$ cat src/rtl/ecspr_pkg.sv
package ecspr_pkg;

  localparam logic [15:0] SLOT_TICKS_RESET  = 16'd12500;
  localparam logic [7:0]  ENABLE_RESET      = 8'd255;
  localparam logic [15:0] RAMP_UNIT_RESET   = 16'd500;
  localparam logic [15:0] INIT_WIDTH_RESET  = 16'd2400;
  localparam logic [7:0]  SPEED_RESET       = 8'd1;

  localparam logic OP_TICK = 1'b0;
  localparam logic OP_SET  = 1'b1;

  localparam logic [1:0] REG_SLOT_TICKS = 2'd0;
  localparam logic [1:0] REG_ENABLE     = 2'd1;
  localparam logic [1:0] REG_RAMP_UNIT  = 2'd2;
  localparam logic [1:0] REG_INIT_WIDTH = 2'd3;

  typedef struct packed {
    logic        op;
    logic [2:0]  channel;
    logic [15:0] target_width;
    logic [7:0]  ramp_speed;
  } item_t;

  typedef struct packed {
    logic [7:0] servo_pins;
    logic [2:0] active_channel;
    logic [7:0] ramping;
  } result_t;

  // Shared controls that every channel cell sees in the same cycle.
  typedef struct packed {
    logic        tick;
    logic        ramp_pulse;
    logic        slot_end;
    logic        load;
    logic [15:0] set_width;
    logic [7:0]  set_speed;
    logic [15:0] load_width;
    logic [15:0] slot_count;
  } cell_ctl_t;

endpackage

$ cat src/rtl/eight_channel_servo_pulse_ramp.sv
// A result is registered in the output register (or the skid entry when stalled).
// Throughput: one item per cycle while the skid entry is empty; each channel
// cell updates its width, ramp counter and slot token in the cycle of the item,
// and a skid register lets an item in while the previous result is stalled.
// Reset (rst, synchronous): registers to defaults, every width and target to
// 2400, slot on channel 0, pins low, no result pending.
module eight_channel_servo_pulse_ramp import ecspr_pkg::*; #(
  parameter int CHANNELS = 8
) (
  input  logic        clk,
  input  logic        rst,
  input  logic        item_valid,
  output logic        item_stall,
  input  item_t       item,
  output logic        result_valid,
  input  logic        result_stall,
  output result_t     result,
  input  logic        cfg_write,
  input  logic [1:0]  cfg_index,
  input  logic [15:0] cfg_data
);

  localparam int CW = (CHANNELS > 1) ? $clog2(CHANNELS) : 1;

  logic [15:0] slot_ticks;
  logic [7:0]  channel_enable;
  logic [15:0] ramp_unit;
  logic [15:0] slot_count;
  logic [15:0] prescaler;
  logic [CW-1:0] slot_channel;
  logic [7:0]  pin_levels;

  logic        accept;
  logic        tick;
  logic        set;
  logic [15:0] len;
  logic [15:0] unit;
  logic [16:0] slot_inc;
  logic [16:0] pre_inc;
  logic        slot_end;
  logic        pre_end;
  logic [15:0] tw_sat;
  logic [15:0] chan_wide;
  cell_ctl_t   ctl;

  logic [CHANNELS-1:0] token;
  logic [CHANNELS-1:0] pin;
  logic [CHANNELS-1:0] ramp_bit;
  logic [CHANNELS-1:0] set_hit;
  logic [CHANNELS-1:0] enable;
  logic [7:0]  pins_now;
  logic [7:0]  ramp_vec;
  result_t     fresh;
  result_t     skid;
  logic        skid_valid;

  assign item_stall = skid_valid;
  assign accept     = item_valid & ~skid_valid;
  assign tick       = accept & (item.op == OP_TICK);
  assign set        = accept & (item.op == OP_SET);

  assign len      = (slot_ticks == 16'd0) ? 16'd1 : slot_ticks;
  assign unit     = (ramp_unit == 16'd0) ? 16'd1 : ramp_unit;
  assign slot_inc = {1'b0, slot_count} + 17'd1;
  assign pre_inc  = {1'b0, prescaler} + 17'd1;
  assign slot_end = (slot_inc >= {1'b0, len});
  assign pre_end  = (pre_inc >= {1'b0, unit});
  assign tw_sat   = (item.target_width > len) ? len : item.target_width;

  always_comb begin
    ctl.tick       = tick;
    ctl.ramp_pulse = tick & pre_end;
    ctl.slot_end   = slot_end;
    ctl.load       = cfg_write & (cfg_index == REG_INIT_WIDTH);
    ctl.set_width  = tw_sat;
    ctl.set_speed  = item.ramp_speed;
    ctl.load_width = cfg_data;
    ctl.slot_count = slot_count;
  end

  for (genvar i = 0; i < CHANNELS; i++) begin : g_cell
    assign set_hit[i] = set & (int'(item.channel) == i);
    if (i < 8) begin : g_en
      assign enable[i] = channel_enable[i];
    end else begin : g_off
      assign enable[i] = 1'b0;
    end
    ecspr_cell #(
      .FIRST (i == 0)
    ) u_cell (
      .clk        (clk),
      .rst        (rst),
      .ctl        (ctl),
      .set_hit    (set_hit[i]),
      .enable     (enable[i]),
      .token_prev (token[(i + CHANNELS - 1) % CHANNELS]),
      .token      (token[i]),
      .pin        (pin[i]),
      .ramping    (ramp_bit[i])
    );
  end

  // Only the first eight channels reach the result fields.
  for (genvar c = 0; c < 8; c++) begin : g_out
    if (c < CHANNELS) begin : g_on
      assign pins_now[c] = pin[c];
      assign ramp_vec[c] = ramp_bit[c];
    end else begin : g_zero
      assign pins_now[c] = 1'b0;
      assign ramp_vec[c] = 1'b0;
    end
  end

  assign chan_wide = 16'(slot_channel);

  always_comb begin
    fresh.servo_pins     = tick ? pins_now : pin_levels;
    fresh.active_channel = chan_wide[2:0];
    fresh.ramping        = ramp_vec;
  end

  always_ff @(posedge clk) begin
    if (rst) begin
      slot_ticks     <= SLOT_TICKS_RESET;
      channel_enable <= ENABLE_RESET;
      ramp_unit      <= RAMP_UNIT_RESET;
    end else if (cfg_write) begin
      case (cfg_index)
        REG_SLOT_TICKS: slot_ticks     <= cfg_data;
        REG_ENABLE:     channel_enable <= cfg_data[7:0];
        REG_RAMP_UNIT:  ramp_unit      <= cfg_data;
        default: begin
        end
      endcase
    end
  end

  always_ff @(posedge clk) begin
    if (rst) begin
      slot_count   <= 16'd0;
      prescaler    <= 16'd0;
      slot_channel <= '0;
      pin_levels   <= 8'd0;
    end else if (tick) begin
      pin_levels <= pins_now;
      if (slot_end) begin
        slot_count   <= 16'd0;
        slot_channel <= (slot_channel == CW'(CHANNELS - 1)) ? '0 : slot_channel + 1'b1;
      end else begin
        slot_count <= slot_inc[15:0];
      end
      prescaler <= pre_end ? 16'd0 : pre_inc[15:0];
    end
  end

  // Output register plus one skid entry.
  always_ff @(posedge clk) begin
    if (rst) begin
      result_valid <= 1'b0;
      skid_valid   <= 1'b0;
    end else if (!result_valid || !result_stall) begin
      if (skid_valid) begin
        result_valid <= 1'b1;
        skid_valid   <= 1'b0;
      end else begin
        result_valid <= accept;
      end
    end else if (accept) begin
      skid_valid <= 1'b1;
    end
  end

  always_ff @(posedge clk) begin
    if (!result_valid || !result_stall) begin
      result <= skid_valid ? skid : fresh;
    end else if (accept) begin
      skid <= fresh;
    end
  end

endmodule

$ cat src/rtl/ecspr_cell.sv
module ecspr_cell import ecspr_pkg::*; #(
  parameter bit FIRST = 1'b0
) (
  input  logic      clk,
  input  logic      rst,
  input  cell_ctl_t ctl,
  input  logic      set_hit,
  input  logic      enable,
  input  logic      token_prev,
  output logic      token,
  output logic      pin,
  output logic      ramping
);

  logic [15:0] width;
  logic [15:0] width_next;
  logic [15:0] target;
  logic [15:0] target_next;
  logic [7:0]  speed;
  logic [7:0]  speed_next;
  logic [7:0]  count;
  logic [7:0]  count_next;
  logic [7:0]  count_inc;
  logic        token_next;

  assign count_inc = count + 8'd1;

  always_comb begin
    width_next  = width;
    target_next = target;
    speed_next  = speed;
    count_next  = count;
    token_next  = token;
    if (set_hit) begin
      target_next = ctl.set_width;
      speed_next  = ctl.set_speed;
      count_next  = 8'd0;
      if (ctl.set_speed == 8'd0) begin
        width_next = ctl.set_width;
      end
    end
    if (ctl.tick) begin
      // The slot token moves one cell down the ring when a slot ends.
      if (ctl.slot_end) begin
        token_next = token_prev;
      end
      if (ctl.ramp_pulse) begin
        if (width == target) begin
          count_next = 8'd0;
        end else if (speed == 8'd0) begin
          width_next = target;
          count_next = 8'd0;
        end else if (count_inc >= speed) begin
          count_next = 8'd0;
          width_next = (width < target) ? width + 16'd1 : width - 16'd1;
        end else begin
          count_next = count_inc;
        end
      end
    end
  end

  assign pin     = ctl.tick & token & enable & (ctl.slot_count < width);
  assign ramping = (width_next != target_next);

  always_ff @(posedge clk) begin
    if (rst) begin
      token  <= FIRST;
      width  <= INIT_WIDTH_RESET;
      target <= INIT_WIDTH_RESET;
      speed  <= SPEED_RESET;
      count  <= 8'd0;
    end else if (ctl.load) begin
      width  <= ctl.load_width;
      target <= ctl.load_width;
      count  <= 8'd0;
    end else begin
      token  <= token_next;
      width  <= width_next;
      target <= target_next;
      speed  <= speed_next;
      count  <= count_next;
    end
  end

endmodule

$ cat config.mk
export PLATFORM = sky130hd
export DESIGN_NAME = eight_channel_servo_pulse_ramp
export DESIGN_NICKNAME = d
export VERILOG_FILES = /design/src/rtl/ecspr_pkg.sv /design/src/rtl/eight_channel_servo_pulse_ramp.sv /design/src/rtl/ecspr_cell.sv
export SDC_FILE = /design/constraint.sdc
export NUM_CORES = 2
export LEC_CHECK = 0
export BUFFER_PORTS_ARGS = -buffer_cell sky130_fd_sc_hd__clkbuf_2
export CORE_UTILIZATION = 40
export DETAILED_ROUTE_END_ITERATION = 8
export PLACE_DENSITY_LB_ADDON = 0.3
export SLEW_MARGIN = 5
export SYNTH_ARGS = -nofsm -noshare
export SYNTH_HDL_FRONTEND = slang
export SYNTH_SLANG_ARGS = --single-unit
$ cat constraint.sdc
create_clock -name clk -period 11.6 [get_ports clk]
set_input_delay 1.74 -clock clk [delete_from_list [all_inputs] [get_ports clk]]
set_output_delay 1.74 -clock clk [all_outputs]
set_load 0.02 [all_outputs]
---- Word-level counts from Yosys, hierarchy flattened ----
Cells that the tools add are included.
storage, ports and cells
  memory bits (read-only) ................. 0
  bits in writable memories ............... 0
  memories kept ........................... 0
  bits in latches ......................... 0
  bits in registers ....................... 515
  bits of input ports ..................... 51
cells by class
  reductions and logical operators ........ 32
  shift operators ......................... 0
  bitwise logic cells ..................... 41
  equality and inequality tests ........... 27
  add/subtract/negate cells ............... 27
  $mul .................................... 0
  magnitude comparators ................... 27
  mux-type cells .......................... 145
  div/mod/pow operators ................... 0
operator list
  operator               count
  $mux 16                93
  $mux 8                 49
  $lt 16x16->1           16
  $add 16x1->16 const B  8
  $eq 16x16->1           8
  $ne 16x16->1           8
  $sub 16x1->16 const B  8
  $logic_not 8->1        9
  $add 8x1->8 const B    8
  $ge 8x8->1             8
  $and 1x1->1            37
  $add 16x1->17 const B  2
  $ge 17x16->1           2
  $logic_not 16->1       2
  $reduce_and 2->1       13
  $mux 19                1
  $gt 16x16->1           1
  $eq 3x3->1 const B     5
  $eq 3x2->1 const B     2
  $eq 2x2->1 const B     2
  $not 1->1              4
  $reduce_or 2->1        2
  $add 3x1->3 const B    1
  $eq 3x1->1 const B     1
  8 further kinds        9

---- Logic depth before layout (Yosys ltp) ----
  depth after elaboration ................. 13
  gate-level depth with buffers ........... 23
  mapped depth without buffers ............ 21

---- Cells and area by module ----
From an unflattened synthesis, not the netlist that was laid out.
second synthesis, totals
  cell total of the unflattened synthesis .. 5,831
  area total of the unflattened synthesis .. 45,572.5 µm²
modules (own cells, without submodules)
  module                             cells an instance  seq. area each (µm²)  area an instance (µm²)  times used
  ecspr_cell (g_cell[1].u_cell ...)  616                980.9                 4,727.0                 4
  ecspr_cell (g_cell[6].u_cell ...)  677                980.9                 5,098.6                 2
  eight_channel_servo_pulse_ramp     756                2,842.7               6,800.3                 1
  ecspr_cell (g_cell[0].u_cell)      637                980.9                 4,919.7                 1
  ecspr_cell (g_cell[2].u_cell)      620                980.9                 4,747.1                 1

---- Worst setup path before layout ----
OpenSTA, ideal clock, no wires.
  path type ............................... flip-flop to flip-flop
  from .................................... register g_cell[3].u_cell.target[14]
  to ...................................... register result[3] in the netlist's numbering, data pin
  period minus slack after synthesis ...... 5,780 ps
  arrival time ............................ 5,623 ps
  cell stages (with the launch flop) ...... 18
  setup slack ............................. 5,820 ps
  cells stage by stage .................... dfxtp_1 inv_1 ha_1 nand4_1 or2_2 o311ai_0 ha_1 a21o_1 a22oi_1 a21boi_0 o21ai_0 a211oi_1 o21ai_0 a211o_1 nand2_1 mux2_2 and3_1 a32oi_1
on the way
  cells in the longest elaborated chain, start to end .. 9
  elaborated cells between the ends (all ways) .. 11
  those cells by class .................... order compare: 1; eq/ne: 2; mux: 8
ends and longest elaborated chain
  what                    line                                   RTL
  from (decl)             ecspr_cell.sv:17                       logic [15:0] target;
  from (signal assigned)  ecspr_cell.sv:75                       target <= ctl.load_width;
  from (signal assigned)  ecspr_cell.sv:80                       target <= target_next;
  $lt 16x16->1            ecspr_cell.sv:55                       width_next = (width < target) ? width + 16'd1 : width - 16'd1;
  $mux 16                 ecspr_cell.sv:55
  $mux 16                 ecspr_cell.sv:53                       end else if (count_inc >= speed) begin
  $mux 16                 ecspr_cell.sv:50                       end else if (speed == 8'd0) begin
  $mux 16                 ecspr_cell.sv:48                       if (width == target) begin
  $mux 16                 ecspr_cell.sv:47                       if (ctl.ramp_pulse) begin
  $mux 16                 ecspr_cell.sv:42                       if (ctl.tick) begin
  $ne 16x16->1 (*)        ecspr_cell.sv:64                       assign ramping = (width_next != target_next);
  $mux 19 (*)             eight_channel_servo_pulse_ramp.sv:175  result <= skid_valid ? skid : fresh;
  to (signal assigned)    eight_channel_servo_pulse_ramp.sv:175
  to (decl)               eight_channel_servo_pulse_ramp.sv:17   output result_t result,
Every way passes the cells marked *; elsewhere a longest branch is shown, timed or not.
A chain may end at the register's enable or synchronous reset.

==> reports/metrics.yaml <==
met3RoutedLength_mm: 17.8
drive_above_1_share_pct: 7.26
fmaxAchievable_ghz: 0.153
maxCapViolations: 0
n_fill_cell: 9851
fin_util_pct: 44.6
skew_ns: 0.0629
worstPathMaxFanout: 14
maxUsedRoutingLayer: "met5"
route.vias.total: 40000
yosys.area.top_type_share_pct: 24.0
grt_pass1_vias: 36700
setup.worst_path.start_class: "primary input"
crit_arrival_ns: 6.98
rsz_0062_raised_after_global_routing: "no"
worst-slew-pin-transition_ns: 1.27
dpl_hpwl_mm: 114
gp_congestion: 1.01
synth_flop_cell: "sky130_fd_sc_hd__dfxtp_1"
synth_area_per_cell_um2: 7.63
grtUsageTotal_pct: 31.1
post-synth-top-area-cell: "sky130_fd_sc_hd__dfxtp_1"
mappedNetlistArea_mm2: 0.0398
slew_headroom_pct: 15.5
outcome: "complete, no violations"
htree_levels: 2
critical_path_required_ns: 12.05
postCtsResizedCells: 0
yosysWarnings: 0
synth_compound_area_share_pct: 24.6
cellPowerDensity_mw_per_mm2: 135
net_total_in_the_final_layout: 5751
synth_sequential_area_ratio_pct: 26.8
die_w_um: 318
setup.worst_path.end_class: "flop"
drtAntennaViolNets: 0
timing.setup.critical_path_class: "primary input to flop"
ir_drop_mv: 0.123
io_pins: 72
avgRoutedWirePerCell_um: 24.7
report.final.slew_viol_count: 0
total_cts_buffers: 61
layout.cells.most_common: "sky130_fd_sc_hd__nand2_1"
place_ws_ns: 4.52
first_iter_violations: 4353
grt_max_degree: 98
placement_rows: 115
fin_crit_sh_pct: 56.3
met2_length_mm: 67.6
total_routed_wire_length_on_the_met1_layer_mm: 66.7
detail_route.drc_violations: 0
setup-violations-final: 0
timing.final.hold_violations: 0
fin_area_mm2: 0.0440
yosys.area_share.adder_pct: 15.6
area.growth.synth_to_final_pct: 10.4
synth_top_family_by_area: "compound AO/OA/AOI/OAI gates"
tritoncts: "built"
synth_enable_flop_cells: 38
postCtsSetupBuffers: 0
cts.root.buffer_cell: "sky130_fd_sc_hd__clkbuf_16"
final_cell_mix: "sky130_fd_sc_hd__nand2_1 (616), sky130_fd_sc_hd__ha_1 (484), sky130_fd_sc_hd__a21oi_1 (481)"
fp.dieArea_mm2: 0.101
starting_density_pct: 40.4
postLayoutSetupSlackWorst_ns: 5.07
worst_hold_path_type: "flop to flop"
core_region_area_mm2: 0.0986
grt_first_pass_wirelength_mm: 238
drt-vias-per-instance: 6.10
port_buffers: 71
finalWorstPathRequiredPeriod_ns: 6.53
synth_simple_gate_area_share_pct: 19.4
synthMuxAreaShare_pct: 0.996
syn_inst: 5219
drt_first_pass_iters: 8
clock_tree.buffer_depth: 3
netlist_top_cells_area: "sky130_fd_sc_hd__dfxtp_1 (24%), sky130_fd_sc_hd__ha_1 (15%), sky130_fd_sc_hd__a21oi_1 (6.1%), sky130_fd_sc_hd__nand2_1 (5.8%), sky130_fd_sc_hd__o21ai_0 (5.8%)"
placedInstanceArea_mm2: 0.0417
final.setup.tns_ns: 0
ys_async_sr_fraction_pct: 0
path_clk_slew_ns: 0.07
holdBufCountCts: 0
chip_height_um: 318
clkLatencyLatePin_ns: 0.70
initial_antenna_violation_count: 14
ys_seq_elements: 515
syn_nets: 5762
grt_overflow_total: 0
synth_xor_xnor_area_share_pct: 6.57
power_leakage_uw: 0.0187
postRouteWirelength_mm: 162
clkSinkCount: 515
yosys.cell_types.count: 102
## worst paths after layout
path	slack, ns	depth (start not counted)	end	startpoint
worst max register to register	5.42	19	skid[4]	prescaler[0]
worst max-delay path	5.07	14	skid[4]	item[21]
worst min register to register	0.47	2	g_cell[2].u_cell.speed[5]	g_cell[2].u_cell.speed[5]
worst min-delay path	0.47	2	g_cell[2].u_cell.speed[5]	g_cell[2].u_cell.speed[5]
## per-layer routing
| layer | track usage (%) | vias to the layer above |
|---|---|---|
| li1 | - | 18700 |
| met1 | 40.4 | 18900 |
| met2 | 46.7 | 1952 |
| met3 | 8.39 | 414 |
| met4 | 16.6 | 12 |
| met5 | 0 | - |
## through the flow
stage	hold WS (ns)	cells	power, µW
floorplan	0.436	5219	3230
global placement	0.452	6432	3720
detailed placement	0.464	6432	3730
CTS	0.473	6547	5910
global route	0.490	6547	6190
finish	0.471	6552	5950
## state kept, by name, summed over array words and instances (netlist names)
name and flops:
slot_channel 3, item_stall 1, skid 19, g_cell.u_cell.target 128
slot_count 16, channel_enable 8, g_cell.u_cell.count 64, result_valid 1
g_cell.u_cell.width 128, prescaler 16, g_cell.u_cell.speed 64, slot_ticks 16
g_cell.u_cell.token 8, result 19, pin_levels 8, ramp_unit 16
## power by group
| group | internal [µW] | leakage [µW] | switching, µW |
|---|---|---|---|
| sequential | 1850 | 0.00424 | 65.2 |
| combinational | 709 | 0.0134 | 1130 |
| clock | 1300 | 0.00110 | 898 |
## layout make-up
type | count | area, µm² | area share [%]
clock buffers | 89 | 1870 | 4.24
repair buffers | 169 | 1090 | 2.49
inverters | 371 | 1390 | 3.17
flip-flops and latches | 515 | 10700 | 24.3
multi-input cells | 4090 | 26900 | 61.2
clock inverters | 26 | 405 | 0.921
diodes | 5 | 12.5 | 0.0284
well taps | 1287 | 1610 | 3.66
## cells by family after synthesis
logic type | after synthesis
compound gates | 1593
xor+xnor | 299
fa+ha+maj | 492
buf+inv | 614
flops | 515
mux | 38
simple gates | 1668
## worst max-delay path, stage by stage
cell and delay, ns:
sky130_fd_sc_hd__clkbuf_2 0.12, sky130_fd_sc_hd__ha_1 0.32, sky130_fd_sc_hd__a21oi_1 0.14, sky130_fd_sc_hd__a2bb2oi_1 0.91, sky130_fd_sc_hd__nand3_1 0.30, sky130_fd_sc_hd__nor3_1 0.72
sky130_fd_sc_hd__nor3_2 0.20, sky130_fd_sc_hd__nor2_1 0.85, sky130_fd_sc_hd__buf_4 0.38, sky130_fd_sc_hd__mux2_2 0.21, sky130_fd_sc_hd__xor2_1 0.16, sky130_fd_sc_hd__nand2_1 0.06
sky130_fd_sc_hd__or4_1 0.54, sky130_fd_sc_hd__or3_1 0.33
## cells in the mapped netlist (40+ instances only)
master / n
sky130_fd_sc_hd__nand3_1: 150
sky130_fd_sc_hd__xnor2_1: 175
sky130_fd_sc_hd__clkbuf_1: 197
sky130_fd_sc_hd__a22oi_1: 57
sky130_fd_sc_hd__ha_1: 484
sky130_fd_sc_hd__xor2_1: 124
sky130_fd_sc_hd__inv_1: 370
sky130_fd_sc_hd__o21ai_0: 462
sky130_fd_sc_hd__a21oi_1: 485
sky130_fd_sc_hd__dfxtp_1: 477
sky130_fd_sc_hd__a31oi_1: 56
sky130_fd_sc_hd__nor3_1: 81
sky130_fd_sc_hd__nor4_1: 52
sky130_fd_sc_hd__nand2_1: 618
sky130_fd_sc_hd__nand2b_1: 40
sky130_fd_sc_hd__nand4_1: 75
sky130_fd_sc_hd__nor2_1: 417
sky130_fd_sc_hd__o211ai_1: 42
sky130_fd_sc_hd__a21o_1: 114
sky130_fd_sc_hd__a211oi_1: 46
sky130_fd_sc_hd__o22ai_1: 54
sky130_fd_sc_hd__and3_1: 53
Note: power is estimated with default switching activity, not from simulation.
